<file path="src/rtl/core/i2c_eeprom_transfer_sequencer_defines.svh">
// assertion macros shared by the sequencer modules
`ifndef I2C_EEPROM_TRANSFER_SEQUENCER_DEFINES_SVH
`define I2C_EEPROM_TRANSFER_SEQUENCER_DEFINES_SVH

// same-cycle implication
`define IESEQ_ASSERT_IMPL(label, clk, rst, ante, cons, msg) \
   label: assert property (@(posedge clk) disable iff (rst) (ante) |-> (cons)) \
      else $error(msg);

// next-cycle implication
`define IESEQ_ASSERT_NEXT(label, clk, rst, ante, cons, msg) \
   label: assert property (@(posedge clk) disable iff (rst) (ante) |=> (cons)) \
      else $error(msg);

`endif

</file>
<file path="src/rtl/core/ieseq_pkg.sv">
// types and constants of the serial eeprom transfer sequencer
package ieseq_pkg;

   localparam int ADDR_W      = 16;
   localparam int BYTE_W      = 8;
   localparam int DEV_W       = 7;
   localparam int CSR_DATA_W  = 7;
   localparam int CSR_INDEX_W = 1;
   localparam int NUM_SLOTS   = 10;

   typedef enum logic [2:0] {
      CMD_START     = 3'd0,
      CMD_SEND      = 3'd1,
      CMD_READ_ACK  = 3'd2,
      CMD_READ_NACK = 3'd3,
      CMD_STOP      = 3'd4,
      CMD_WAIT      = 3'd5
   } cmd_type;

   typedef enum logic [CSR_INDEX_W-1:0] {
      CSR_DEVICE_ADDRESS      = 1'b0,
      CSR_TWO_BYTE_ADDRESSING = 1'b1
   } csr_index_type;

   localparam logic FUNC_READ  = 1'b0;
   localparam logic FUNC_WRITE = 1'b1;

   // fixed positions of the commands one transaction can cause
   localparam logic [3:0] SLOT_CLOSE     = 4'd0;
   localparam logic [3:0] SLOT_START     = 4'd1;
   localparam logic [3:0] SLOT_DEVICE    = 4'd2;
   localparam logic [3:0] SLOT_ADDR_HI   = 4'd3;
   localparam logic [3:0] SLOT_ADDR_LO   = 4'd4;
   localparam logic [3:0] SLOT_RESTART   = 4'd5;
   localparam logic [3:0] SLOT_DEVICE_RD = 4'd6;
   localparam logic [3:0] SLOT_DATA      = 4'd7;
   localparam logic [3:0] SLOT_STOP      = 4'd8;
   localparam logic [3:0] SLOT_WAIT      = 4'd9;

   typedef struct packed {
      logic              func;
      logic              first;
      logic [ADDR_W-1:0] address;
      logic [BYTE_W-1:0] data;
      logic              last;
   } item_type;

   typedef struct packed {
      logic    [NUM_SLOTS-1:0]             valid;
      cmd_type [NUM_SLOTS-1:0]             cmd;
      logic    [NUM_SLOTS-1:0][BYTE_W-1:0] bus_byte;
   } seq_type;

endpackage

</file>
<file path="src/rtl/core/ieseq_if.sv">
// request and response channel interfaces
interface ieseq_req_if
   import ieseq_pkg::*;
   ();
   logic              valid;
   logic              ready;
   logic              func;
   logic              first;
   logic [ADDR_W-1:0] address;
   logic [BYTE_W-1:0] data;
   logic              last;

   modport source (output valid, func, first, address, data, last, input ready);
   modport sink   (input valid, func, first, address, data, last, output ready);
endinterface

interface ieseq_rsp_if
   import ieseq_pkg::*;
   ();
   logic              valid;
   logic              ready;
   logic [2:0]        cmd;
   logic [BYTE_W-1:0] bus_byte;
   logic              end_of_run;

   modport source (output valid, cmd, bus_byte, end_of_run, input ready);
   modport sink   (input valid, cmd, bus_byte, end_of_run, output ready);
endinterface

</file>
<file path="src/rtl/core/ieseq_input_stage.sv">
// input register with the page remainder of the request address
module ieseq_input_stage
   import ieseq_pkg::*;
#(
   parameter  int PAGE_BYTES = 8,
   localparam int RemW       = (PAGE_BYTES > 1) ? $clog2(PAGE_BYTES) : 1
) (
   input  logic            clock,
   input  logic            reset,
   ieseq_req_if.sink       req,
   input  logic            advance,
   output logic            item_valid,
   output item_type        item,
   output logic [RemW-1:0] addr_rem
);

   typedef logic [255:0][RemW-1:0] rem_tab_type;

   function automatic rem_tab_type build_hi_tab();
      rem_tab_type tab;
      for (int i = 0; i < 256; i++) begin
         tab[i] = RemW'((i * 256) % PAGE_BYTES);
      end
      return tab;
   endfunction

   function automatic rem_tab_type build_lo_tab();
      rem_tab_type tab;
      for (int i = 0; i < 256; i++) begin
         tab[i] = RemW'(i % PAGE_BYTES);
      end
      return tab;
   endfunction

   localparam rem_tab_type HiTab = build_hi_tab();
   localparam rem_tab_type LoTab = build_lo_tab();
   localparam logic [RemW:0] PageLimit = (RemW+1)'(PAGE_BYTES);

   logic            valid_ff, valid_in;
   item_type        item_ff;
   logic [RemW-1:0] rem_ff, rem_in;
   logic [RemW:0]   rem_sum;
   logic            take;

   assign req.ready  = !valid_ff || advance;
   assign take       = req.valid && req.ready;
   assign item_valid = valid_ff;
   assign item       = item_ff;
   assign addr_rem   = rem_ff;

   // address mod page size from its two bytes
   always_comb begin
      rem_sum = {1'b0, HiTab[req.address[15:8]]} + {1'b0, LoTab[req.address[7:0]]};
      if (rem_sum >= PageLimit) begin
         rem_in = RemW'(rem_sum - PageLimit);
      end else begin
         rem_in = RemW'(rem_sum);
      end
   end

   always_comb begin
      if (take) begin
         valid_in = 1'b1;
      end else if (advance) begin
         valid_in = 1'b0;
      end else begin
         valid_in = valid_ff;
      end
   end

   always_ff @(posedge clock) begin
      if (reset) begin
         valid_ff <= 1'b0;
      end else begin
         valid_ff <= valid_in;
      end
   end

   always_ff @(posedge clock) begin
      if (take) begin
         item_ff <= '{func: req.func, first: req.first, address: req.address,
                      data: req.data, last: req.last};
         rem_ff  <= rem_in;
      end
   end

endmodule

</file>
<file path="src/rtl/core/ieseq_planner.sv">
// transfer state and command list for one transaction
`include "i2c_eeprom_transfer_sequencer_defines.svh"

module ieseq_planner
   import ieseq_pkg::*;
#(
   parameter  int PAGE_BYTES = 8,
   localparam int RemW       = (PAGE_BYTES > 1) ? $clog2(PAGE_BYTES) : 1
) (
   input  logic             clock,
   input  logic             reset,
   input  logic             item_valid,
   input  item_type         item,
   input  logic [RemW-1:0]  addr_rem,
   input  logic             advance,
   input  logic [DEV_W-1:0] device_address,
   input  logic             two_byte_addressing,
   output seq_type          plan
);

   localparam logic [RemW-1:0] RemLast = RemW'(PAGE_BYTES - 1);

   logic [ADDR_W-1:0] next_address_ff, next_address_in;
   logic [RemW-1:0]   page_rem_ff, page_rem_in;
   logic              open_ff, open_in;
   logic              kind_ff;

   logic              close_old, open_new, boundary;
   logic              read_close, write_close;
   logic [ADDR_W-1:0] base;
   logic [RemW-1:0]   base_rem;
   logic [BYTE_W-1:0] dev_w, dev_one;

   always_comb begin
      close_old   = open_ff && (item.first || (item.func != kind_ff));
      open_new    = !(open_ff && !close_old);
      base        = item.first ? item.address : next_address_ff;
      base_rem    = item.first ? addr_rem : page_rem_ff;
      next_address_in = base + 16'd1;
      // address wrap to zero restarts the page count
      page_rem_in = ((base_rem == RemLast) || (base == '1)) ? '0 : base_rem + 1'b1;
      boundary    = (page_rem_in == '0);
      read_close  = (item.func == FUNC_READ) && item.last;
      write_close = (item.func == FUNC_WRITE) && (item.last || boundary);
      open_in     = !(read_close || write_close);
      dev_w       = {device_address, 1'b0};
      dev_one     = dev_w + {base[14:8], 1'b0};
   end

   always_comb begin
      plan = '0;
      plan.valid[SLOT_CLOSE] = close_old;
      plan.cmd[SLOT_CLOSE]   = CMD_STOP;

      plan.valid[SLOT_START] = open_new;
      plan.cmd[SLOT_START]   = CMD_START;

      plan.valid[SLOT_DEVICE]    = open_new;
      plan.cmd[SLOT_DEVICE]      = CMD_SEND;
      plan.bus_byte[SLOT_DEVICE] = two_byte_addressing ? dev_w : dev_one;

      plan.valid[SLOT_ADDR_HI]    = open_new && two_byte_addressing;
      plan.cmd[SLOT_ADDR_HI]      = CMD_SEND;
      plan.bus_byte[SLOT_ADDR_HI] = base[15:8];

      plan.valid[SLOT_ADDR_LO]    = open_new;
      plan.cmd[SLOT_ADDR_LO]      = CMD_SEND;
      plan.bus_byte[SLOT_ADDR_LO] = base[7:0];

      plan.valid[SLOT_RESTART] = open_new && (item.func == FUNC_READ);
      plan.cmd[SLOT_RESTART]   = CMD_START;

      plan.valid[SLOT_DEVICE_RD]    = open_new && (item.func == FUNC_READ);
      plan.cmd[SLOT_DEVICE_RD]      = CMD_SEND;
      plan.bus_byte[SLOT_DEVICE_RD] = dev_w | 8'h01;

      plan.valid[SLOT_DATA] = 1'b1;
      if (item.func == FUNC_WRITE) begin
         plan.cmd[SLOT_DATA]      = CMD_SEND;
         plan.bus_byte[SLOT_DATA] = item.data;
      end else if (item.last) begin
         plan.cmd[SLOT_DATA] = CMD_READ_NACK;
      end else begin
         plan.cmd[SLOT_DATA] = CMD_READ_ACK;
      end

      plan.valid[SLOT_STOP] = read_close || write_close;
      plan.cmd[SLOT_STOP]   = CMD_STOP;

      plan.valid[SLOT_WAIT] = write_close;
      plan.cmd[SLOT_WAIT]   = CMD_WAIT;
   end

   always_ff @(posedge clock) begin
      if (reset) begin
         next_address_ff <= '0;
         page_rem_ff     <= '0;
         open_ff         <= 1'b0;
         kind_ff         <= FUNC_READ;
      end else if (advance) begin
         next_address_ff <= next_address_in;
         page_rem_ff     <= page_rem_in;
         open_ff         <= open_in;
         kind_ff         <= item.func;
      end
   end

   `IESEQ_ASSERT_NEXT(a_read_last_closes, clock, reset,
      advance && (item.func == FUNC_READ) && item.last, !open_ff,
      "read with last left the transfer open")
   `IESEQ_ASSERT_IMPL(a_idle_bus_opens, clock, reset, item_valid && !open_ff,
      plan.valid[SLOT_START] && !plan.valid[SLOT_CLOSE],
      "transaction on idle bus without address phase")

endmodule

</file>
<file path="src/rtl/core/ieseq_emitter.sv">
// command slot register, one bus command per cycle while the receiver is ready
`include "i2c_eeprom_transfer_sequencer_defines.svh"

module ieseq_emitter
   import ieseq_pkg::*;
(
   input  logic       clock,
   input  logic       reset,
   input  seq_type    plan,
   input  logic       load,
   output logic       can_load,
   ieseq_rsp_if.source rsp
);

   logic    [NUM_SLOTS-1:0]             slot_valid_ff, slot_valid_in;
   cmd_type [NUM_SLOTS-1:0]             cmd_ff;
   logic    [NUM_SLOTS-1:0][BYTE_W-1:0] byte_ff;

   logic [NUM_SLOTS-1:0] pick, remaining;
   logic                 final_cmd, pop;
   logic [2:0]           sel_cmd;
   logic [BYTE_W-1:0]    sel_byte;

   // lowest pending slot goes out first
   always_comb begin
      pick      = slot_valid_ff & (~slot_valid_ff + NUM_SLOTS'(1));
      remaining = slot_valid_ff & ~pick;
      final_cmd = (remaining == '0);
      sel_cmd   = '0;
      sel_byte  = '0;
      for (int i = 0; i < NUM_SLOTS; i++) begin
         sel_cmd  = sel_cmd | (cmd_ff[i] & {3{pick[i]}});
         sel_byte = sel_byte | (byte_ff[i] & {BYTE_W{pick[i]}});
      end
   end

   assign rsp.valid      = |slot_valid_ff;
   assign rsp.cmd        = sel_cmd;
   assign rsp.bus_byte   = sel_byte;
   assign rsp.end_of_run = final_cmd;
   assign pop            = rsp.valid && rsp.ready;
   assign can_load       = !rsp.valid || (rsp.ready && final_cmd);

   always_comb begin
      if (load) begin
         slot_valid_in = plan.valid;
      end else if (pop) begin
         slot_valid_in = remaining;
      end else begin
         slot_valid_in = slot_valid_ff;
      end
   end

   always_ff @(posedge clock) begin
      if (reset) begin
         slot_valid_ff <= '0;
      end else begin
         slot_valid_ff <= slot_valid_in;
      end
   end

   always_ff @(posedge clock) begin
      if (load) begin
         cmd_ff  <= plan.cmd;
         byte_ff <= plan.bus_byte;
      end
   end

   `IESEQ_ASSERT_NEXT(a_load_shows_cmd, clock, reset, load, rsp.valid, "loaded transaction produced no command")
   `IESEQ_ASSERT_IMPL(a_slot_bound, clock, reset, rsp.valid, $countones(slot_valid_ff) <= 9, "more than nine commands pending")

endmodule

</file>
<file path="src/rtl/core/i2c_eeprom_transfer_sequencer.sv">
// top level of the serial eeprom transfer sequencer
//
//   channel  dir  handshake     payload
//   req_ch   in   valid/ready   func, first, address, data, last
//   rsp_ch   out  valid/ready   cmd, bus_byte, end_of_run
//   csr      in   csr_we        csr_index, csr_wdata
//
// each transaction gives one to nine bus commands, one per cycle from the slot register
// first command can be taken after the input register, then the slot register
// next transaction enters the slot register in the cycle its predecessor's last command goes
// reset is synchronous: transfer closed, address zero, csr registers at their defaults
// a stalled rsp_ch holds the command; req_ch buffers one transaction behind it
module i2c_eeprom_transfer_sequencer
   import ieseq_pkg::*;
#(
   parameter int PAGE_BYTES = 8
) (
   input  logic                   clock,
   input  logic                   reset,
   ieseq_req_if.sink              req_ch,
   ieseq_rsp_if.source            rsp_ch,
   input  logic                   csr_we,
   input  logic [CSR_INDEX_W-1:0] csr_index,
   input  logic [CSR_DATA_W-1:0]  csr_wdata
);

   localparam int RemW = (PAGE_BYTES > 1) ? $clog2(PAGE_BYTES) : 1;

   logic [DEV_W-1:0] device_address_ff;
   logic             two_byte_ff;

   logic            item_valid, can_load, advance;
   item_type        item;
   logic [RemW-1:0] addr_rem;
   seq_type         plan;

   always_ff @(posedge clock) begin
      if (reset) begin
         device_address_ff <= 7'd80;
         two_byte_ff       <= 1'b0;
      end else if (csr_we) begin
         unique case (csr_index_type'(csr_index))
            CSR_DEVICE_ADDRESS: begin
               device_address_ff <= csr_wdata[DEV_W-1:0];
            end
            CSR_TWO_BYTE_ADDRESSING: begin
               two_byte_ff <= csr_wdata[0];
            end
            default: begin
            end
         endcase
      end
   end

   assign advance = item_valid && can_load;

   ieseq_input_stage #(
      .PAGE_BYTES (PAGE_BYTES)
   ) u_input (
      .clock      (clock),
      .reset      (reset),
      .req        (req_ch),
      .advance    (advance),
      .item_valid (item_valid),
      .item       (item),
      .addr_rem   (addr_rem)
   );

   ieseq_planner #(
      .PAGE_BYTES (PAGE_BYTES)
   ) u_planner (
      .clock               (clock),
      .reset               (reset),
      .item_valid          (item_valid),
      .item                (item),
      .addr_rem            (addr_rem),
      .advance             (advance),
      .device_address      (device_address_ff),
      .two_byte_addressing (two_byte_ff),
      .plan                (plan)
   );

   ieseq_emitter u_emitter (
      .clock    (clock),
      .reset    (reset),
      .plan     (plan),
      .load     (advance),
      .can_load (can_load),
      .rsp      (rsp_ch)
   );

endmodule

</file>
<file path="src/flat_wrapper.sv">
// flat-port wrapper written by rule: the top's interface ports become plain ports
module i2c_eeprom_transfer_sequencer_flat import ieseq_pkg::*;
#(
   parameter int PAGE_BYTES = 8
)
  (clock, reset, csr_we, csr_index, csr_wdata, req_ch_valid, req_ch_func, req_ch_first, req_ch_address, req_ch_data, req_ch_last, req_ch_ready, rsp_ch_valid, rsp_ch_cmd, rsp_ch_bus_byte, rsp_ch_end_of_run, rsp_ch_ready);
  ieseq_req_if req_ch_i ();
  ieseq_rsp_if rsp_ch_i ();
  input  logic clock;
  input  logic reset;
  input  logic csr_we;
  input  logic [CSR_INDEX_W-1:0] csr_index;
  input  logic [CSR_DATA_W-1:0] csr_wdata;
  input wire logic [$bits(req_ch_i.valid)-1:0] req_ch_valid;
  input wire logic [$bits(req_ch_i.func)-1:0] req_ch_func;
  input wire logic [$bits(req_ch_i.first)-1:0] req_ch_first;
  input wire logic [$bits(req_ch_i.address)-1:0] req_ch_address;
  input wire logic [$bits(req_ch_i.data)-1:0] req_ch_data;
  input wire logic [$bits(req_ch_i.last)-1:0] req_ch_last;
  output wire logic [$bits(req_ch_i.ready)-1:0] req_ch_ready;
  output wire logic [$bits(rsp_ch_i.valid)-1:0] rsp_ch_valid;
  output wire logic [$bits(rsp_ch_i.cmd)-1:0] rsp_ch_cmd;
  output wire logic [$bits(rsp_ch_i.bus_byte)-1:0] rsp_ch_bus_byte;
  output wire logic [$bits(rsp_ch_i.end_of_run)-1:0] rsp_ch_end_of_run;
  input wire logic [$bits(rsp_ch_i.ready)-1:0] rsp_ch_ready;
  assign req_ch_i.valid = req_ch_valid;
  assign req_ch_i.func = req_ch_func;
  assign req_ch_i.first = req_ch_first;
  assign req_ch_i.address = req_ch_address;
  assign req_ch_i.data = req_ch_data;
  assign req_ch_i.last = req_ch_last;
  assign req_ch_ready = req_ch_i.ready;
  assign rsp_ch_valid = rsp_ch_i.valid;
  assign rsp_ch_cmd = rsp_ch_i.cmd;
  assign rsp_ch_bus_byte = rsp_ch_i.bus_byte;
  assign rsp_ch_end_of_run = rsp_ch_i.end_of_run;
  assign rsp_ch_i.ready = rsp_ch_ready;
  i2c_eeprom_transfer_sequencer #(.PAGE_BYTES(PAGE_BYTES)) u_core (.clock(clock), .reset(reset), .req_ch(req_ch_i), .rsp_ch(rsp_ch_i), .csr_we(csr_we), .csr_index(csr_index), .csr_wdata(csr_wdata));
endmodule
</file>
<file path="config.mk">
export PLATFORM = sky130hd
export DESIGN_NAME = i2c_eeprom_transfer_sequencer_flat
export DESIGN_NICKNAME = d
export VERILOG_FILES = /design/src/rtl/core/ieseq_pkg.sv /design/src/rtl/core/ieseq_if.sv /design/src/rtl/core/ieseq_input_stage.sv /design/src/rtl/core/ieseq_planner.sv /design/src/rtl/core/ieseq_emitter.sv /design/src/rtl/core/i2c_eeprom_transfer_sequencer.sv /design/src/flat_wrapper.sv
export VERILOG_INCLUDE_DIRS = /design/src /design/src/rtl/core
export SDC_FILE = /design/constraint.sdc
export NUM_CORES = 1
export LEC_CHECK = 0
export BUFFER_PORTS_ARGS = -buffer_cell sky130_fd_sc_hd__buf_2
export CAP_MARGIN = 20
export CELL_PAD_IN_SITES_DETAIL_PLACEMENT = 0
export CELL_PAD_IN_SITES_GLOBAL_PLACEMENT = 1
export CORE_UTILIZATION = 55
export DETAILED_ROUTE_END_ITERATION = 12
export GPL_TIMING_DRIVEN = 0
export PLACE_DENSITY_LB_ADDON = 0.1
export SLEW_MARGIN = 20
export SYNTH_ARGS = -nofsm -noshare
export SYNTH_HDL_FRONTEND = slang
export SYNTH_HIERARCHICAL = 1
export SYNTH_SLANG_ARGS = --single-unit
</file>
<file path="constraint.sdc">
create_clock -name clock -period 14.7 [get_ports clock]
set_input_delay 1.47 -clock clock [delete_from_list [all_inputs] [get_ports clock]]
set_output_delay 1.47 -clock clock [all_outputs]
set_load 0.01 [all_outputs]
</file>
======== Word-level counts from Yosys, hierarchy flattened ========
Memories as Yosys holds them, arrays and structs flattened.
Index checks and enable logic that the tools add are counted.
word-level totals
  latch bits .............................. 0
  output and inout port bits .............. 14
  memories kept ........................... 2
  input port bits ......................... 40
  ROM bits ................................ 1536
  bits in writable memories ............... 0
  logic and storage cells ................. 98
  register bits after elaboration ......... 112
cells by class
  div/mod/pow operators ................... 0
  order comparisons ....................... 3
  equal/unequal tests ..................... 3
  reductions and logical operators ........ 28
  add/subtract/negate cells ............... 6
  multipliers ............................. 0
  bitwise operators ....................... 23
  multiplexer cells ....................... 12
  shifts and indexed selects .............. 0
memory list
  memory            depth  width  read ports  clocked after Yosys merged registers in  write ports  line                     source
  (name not given)  256    3      1           0                                        0            ieseq_input_stage.sv:53  rem_sum = {1'b0, HiTab[req.address[15:8]]} + {1'b0, LoTab[req.address[7:0]]};
  (name not given)  256    3      1           0                                        0            ieseq_input_stage.sv:53
operators with widths
  kind                                                         number
  bitwise AND 8 bit                                            5
  OR 8 bit                                                     4
  bitwise AND 10 bit                                           2
  2-to-1 mux 10 bit                                            2
  NOT 10 bit                                                   2
  less-than comparator 8 x 9 -> 1 bit (second input constant)  2
  adder 16 x 1 -> 16 bit (second input constant)               1
  == test 16 bit (second input constant)                       1
  2-to-1 mux 16 bit                                            1
  2-to-1 mux 3 bit                                             5
  OR 3 x 1 -> 3 bit                                            4
  adder 10 x 1 -> 10 bit (second input constant)               1
  logical AND 1 bit                                            10
  zero test 10 bit                                             1
  OR reduction 10 bit                                          1
  OR 3 bit                                                     3
  adder 8 bit                                                  1
  2-to-1 mux 8 bit                                             1
  logical OR 1 bit                                             6
  zero test 1 bit                                              5
  adder 3 x 3 -> 4 bit                                         1
  greater-or-equal comparator 4 bit (second input constant)    1
  AND reduction 2 bit                                          2
  nonzero test 2 bit                                           2
  8 further kinds                                              11

======== Depth between registers and ports, before layout ========
  depth in word-level cells ............... 12
  mapped depth ............................ 13
  depth with buffers taken out ............ 10

======== Modules after synthesis ========
The synthesis kept the hierarchy.
modules (own cells, without submodules)
  module                         seq. area each (um^2)  cells an instance  area each (um^2)  instances
  ieseq_emitter                  3503.4                 304                4588.2            1
  ieseq_planner                  420.4                  326                2577.5            1
  ieseq_input_stage              830.8                  35                 888.4             1
  i2c_eeprom_transfer_sequencer  160.2                  36                 351.6             1

======== Least setup slack after synthesis ========
OpenSTA, ideal clock, no wires.
  kind .................................... input to output
  from .................................... input rsp_ch_ready
  to ...................................... output req_ch_ready
  data required time ...................... 13230 ps
  arrival time ............................ 4787 ps
  slack ................................... 8443 ps
  buffers on the path ..................... 0
  stages on the path ...................... 4
  cells stage by stage .................... nor2b_1 > nor3_1 > and2_1 > nand2b_4
between the ends
  longest elaborated chain between the ends .. 4
RTL lines
  item                 line                                 source
  from (decl)          flat_wrapper.sv:25                   input wire logic [$bits(rsp_ch_i.ready)-1:0] rsp_ch_ready;
  logical AND 1 bit    ieseq_emitter.sv:42                  assign can_load = !rsp.valid || (rsp.ready && final_cmd);
  logical OR 1 bit     ieseq_emitter.sv:42
  net u_core.can_load  i2c_eeprom_transfer_sequencer.sv:32  logic item_valid, can_load, advance;
  logical AND 1 bit    i2c_eeprom_transfer_sequencer.sv:55  assign advance = item_valid && can_load;
  net u_core.advance   i2c_eeprom_transfer_sequencer.sv:32
  logical OR 1 bit     ieseq_input_stage.sv:45              assign req.ready = !valid_ff || advance;
  to (decl)            flat_wrapper.sv:20                   output wire logic [$bits(req_ch_i.ready)-1:0] req_ch_ready;
The timed path passes the listed nets, and every way through them passes these cells.

======== Final worst setup path ========
  from .................................... register u_core.u_emitter.slot_valid_ff[0]
  to ...................................... output req_ch_ready
between the ends
  longest elaborated chain between the ends .. 10
  elaborated cells on any way between the ends .. 12
  classes of those cells .................. add/sub: 1; bitwise: 4; reduce/logical: 7
RTL lines
  item                    line                                 source
  from (decl)             ieseq_emitter.sv:15                  logic [NUM_SLOTS-1:0] slot_valid_ff, slot_valid_in;
  from (signal assigned)  ieseq_emitter.sv:58                  slot_valid_ff <= slot_valid_in;
  NOT 10 bit              ieseq_emitter.sv:26                  pick = slot_valid_ff & (~slot_valid_ff + NUM_SLOTS'(1));
  adder 10 x 1 -> 10 bit  ieseq_emitter.sv:26
  bitwise AND 10 bit      ieseq_emitter.sv:26
  NOT 10 bit              ieseq_emitter.sv:27                  remaining = slot_valid_ff & ~pick;
  bitwise AND 10 bit      ieseq_emitter.sv:27
  zero test 10 bit        ieseq_emitter.sv:28                  final_cmd = (remaining == '0);
  logical AND 1 bit       ieseq_emitter.sv:42
  logical OR 1 bit *      ieseq_emitter.sv:42
  net u_core.can_load     i2c_eeprom_transfer_sequencer.sv:32
  logical AND 1 bit *     i2c_eeprom_transfer_sequencer.sv:55
  net u_core.advance      i2c_eeprom_transfer_sequencer.sv:32
  logical OR 1 bit *      ieseq_input_stage.sv:45
Mark *: on every way through the listed nets, which the timed path passes. The rest lies on a longest branch.

==> results.ini <==
[place]
dpl_cell_area_mm2=0.00919
dp_cells=1008
gp_congestion=0.846
dpl.hpwl_mm=12.4
io_buffers=53

[finish]
fin_cells=1040
drive_above_1_share_pct=24.8
final_cell_mix=edfxtp_1, buf_4, conb_1
fillers=1097
final_common_cell=edfxtp_1
num_antenna_cells=0
layout-area-overhead-vs-synth_pct=15.9
design_area_mm2=0.00975
fin_nets=893

[routing]
first_pass_iters=9
detail-route-antenna-nets=0
wl_per_cell_um=16.6
drc=2
viasPerCell=5.34
drt-initial-drc-count=378
vias=5557
wirelength_mm=17.3

[pwr]
seq_power_share_pct=48.3
comb_power_share_pct=19.8
switching_share_pct=27.9
ir_drop_mv=0.0786
p_leak_nw=3.81
finalPower_w=0.00132
p_per_area_mw_per_mm2=136
p_clk_share_pct=31.9
p_sw_w=0.000369
internal_power_w=0.000954

[floorplan]
core.rowCount=44
io_pins=54
start_util_pct=57.2
die_area_mm2=0.0158
die_w_um=126
die_y_um=126
core_area_mm2=0.0147

[critical_path]
worstPathArrival_ns=3.39
worstPathRequired_ns=13.23
critPathKind=flop to primary output
crit_path_end_kind=primary output
startpoint_type=flop
path_max_fanout=58

[clock_network]
cts_tree=yes
clkTransAtPathRegs_ns=0.06
numCtsBuffers=17
root_buffer=clkbuf_16
ctsResizeCount=0
clkLatencyLatePin_ns=0.42
cts_max_level=4
cts_max_path_buffers=2
postCtsHoldBufs=0
cts_setup_buffers=0
clock-sinks=177

[synthesis]
synth_top_area_cell=edfxtp_1
synthTopCellsByArea=edfxtp_1, dfxtp_1, buf_4
synthFlopType=edfxtp_1
syn_area_mm2=0.00841
synth-async-reset-ratio_pct=0
synth_top_area_share_pct=48.9
ys_ff_latch=177
synth_edf_count=137
ys_warn_count=6
yosysSeqAreaShare_pct=58.5
synth_cell_types=69
avgSynthCellArea_um2=12.0
syn_inst=701

[global_route]
grt_first_pass_wirelength_mm=27.7
gr-total-overflow=0
grt_max_degree=59
grt_pass1_vias=5452
grt_usage_pct=23.2
antenna_found_initial=0

[timing]
finalSetupTns_ns=0
final-setup-viol-count=0
max_slew_margin_pct=47.4
period_needed_ns=4.86
fin_skew_ns=0.00769
drv_slew=0
finalCritPeriodShare_pct=33.1
clock.fmax_ghz=0.206
tightestPinTransition_ns=0.781
hold_viol=0
rsz0062_at_grt=no

[job]
maxCapViolCount=0

[outcome]
violations=design-rule violations
status=finished, violations left

[min_path]
min_path_type=flop to flop

## power groups by stage
stage | sequential (W) | clock [W] | combinational [W]
6_report | 0.000639 | 0.000422 | 0.000262
3_5_place_dp | 0.000650 | 0 | 0.000262
2_1_floorplan | 0.000646 | 0 | 0.000181
3_3_place_gp | 0.000656 | 0 | 0.000251
5_1_grt | 0.000644 | 0.000451 | 0.000289
4_1_cts | 0.000639 | 0.000431 | 0.000263
## worst max-delay path, stage by stage, from the launching register on
cell and delay, ns:
dfxtp_1 0.31, buf_6 0.13, nor4_4 0.45, nand2_2 0.10, a2111oi_0 0.38, nor3_1 0.12
nor3_1 0.33, and2_4 0.73, nand2b_4 0.28, buf_2 0.13
## worst paths after layout
check	depth (start not counted)	to	start	slack [ns]
worst max-delay path	9	req_ch_ready	u_core/u_emitter/slot_valid_ff[0]$_SDFFE_PP0P_	9.84
worst min-delay path	2	u_core/u_planner/page_rem_ff[1]$_SDFFE_PP0P_	u_core/u_planner/page_rem_ff[1]$_SDFFE_PP0P_	0.47
worst max register to register	12	u_core/u_planner/open_ff$_SDFFE_PP0P_	u_core/u_emitter/slot_valid_ff[0]$_SDFFE_PP0P_	10.28
worst min register to register	2	u_core/u_planner/page_rem_ff[1]$_SDFFE_PP0P_	u_core/u_planner/page_rem_ff[1]$_SDFFE_PP0P_	0.47
## registers in the layout, indices dropped and copies added, names as in the netlist
signal / cells
u_core/device_address_ff: 7
u_core/two_byte_ff: 1
u_core/u_input/item: 27
u_core/u_input/item_valid: 1
u_core/u_planner/page_rem_ff: 3
u_core/u_emitter/byte_ff: 80
u_core/u_planner/next_address_ff: 16
u_core/u_planner/kind_ff: 1
u_core/u_planner/open_ff: 1
u_core/u_emitter/slot_valid_ff: 10
u_core/u_emitter/cmd_ff: 30
## metrics by stage
step                worst slack, ns  hold WS, ns  util, %
floorplan                      8.44        0.448        -
finish                         9.84        0.472     66.3
detailed placement            10.11        0.462     62.5
global placement               6.99        0.456     62.3
global route                   9.59        0.500     66.3
CTS                            9.77        0.473     66.3
## layer usage
metal | vias to the layer above | GRT usage (%) | wire (um)
met5 | - | 0 | 0
met1 | 2663 | 28.6 | 7420
li1 | 2729 | - | -
met4 | 0 | 6.53 | 199
met2 | 148 | 41.5 | 8970
met3 | 17 | 4.55 | 683
## synthesized netlist by cell type (3+ instances only)
cell type and instances:
edfxtp_1 137, buf_4 90, nand2_1 46, dfxtp_1 40, a22oi_1 34, nor2_1 33, a21oi_1 28, clkbuf_1 25
nand3_1 24, o21ai_0 20, mux2i_1 16, and2_1 15, nand2b_1 15, inv_1 13, mux2_2 12, a222oi_1 11
nor3_1 11, ha_1 9, nor2b_1 9, o22ai_1 7, o21ai_1 6, xnor2_1 6, and3_1 5, nand3b_1 5
nand4bb_1 5, nor3b_1 5, a211oi_1 4, buf_2 4, nand4_1 4, nand4b_1 4, o311ai_0 4, xor2_1 4
buf_6 3, or3_1 3
## cell type report
cell class	instances	area (um2)	area share, %
buffer	124	832	8.54
clock buffer	19	443	4.54
clock inverter	13	113	1.16
inverter	13	48.8	0.501
multi-input combinational	456	2870	29.5
sequential	177	4910	50.4
tap	184	230	2.36
timing repair buffer	54	293	3.00
## cell families (layout without fill, tap and decap cells)
family / count (synthesis) / in the layout / synth area share [%]
other: 2 / 71 / 0.0893
xor gates and xnor gates: 10 / 10 / 1.04
muxes: 30 / 30 / 3.84
AOI/OAI and AO/OA: 135 / 135 / 11.4
adders and majority gates: 10 / 10 / 1.58
DFF: 177 / 177 / 58.5
and+or+nand+nor: 200 / 200 / 13.1
buffers and inverters: 137 / 223 / 10.5
No activity file was read; power rests on OpenSTA's default activity.
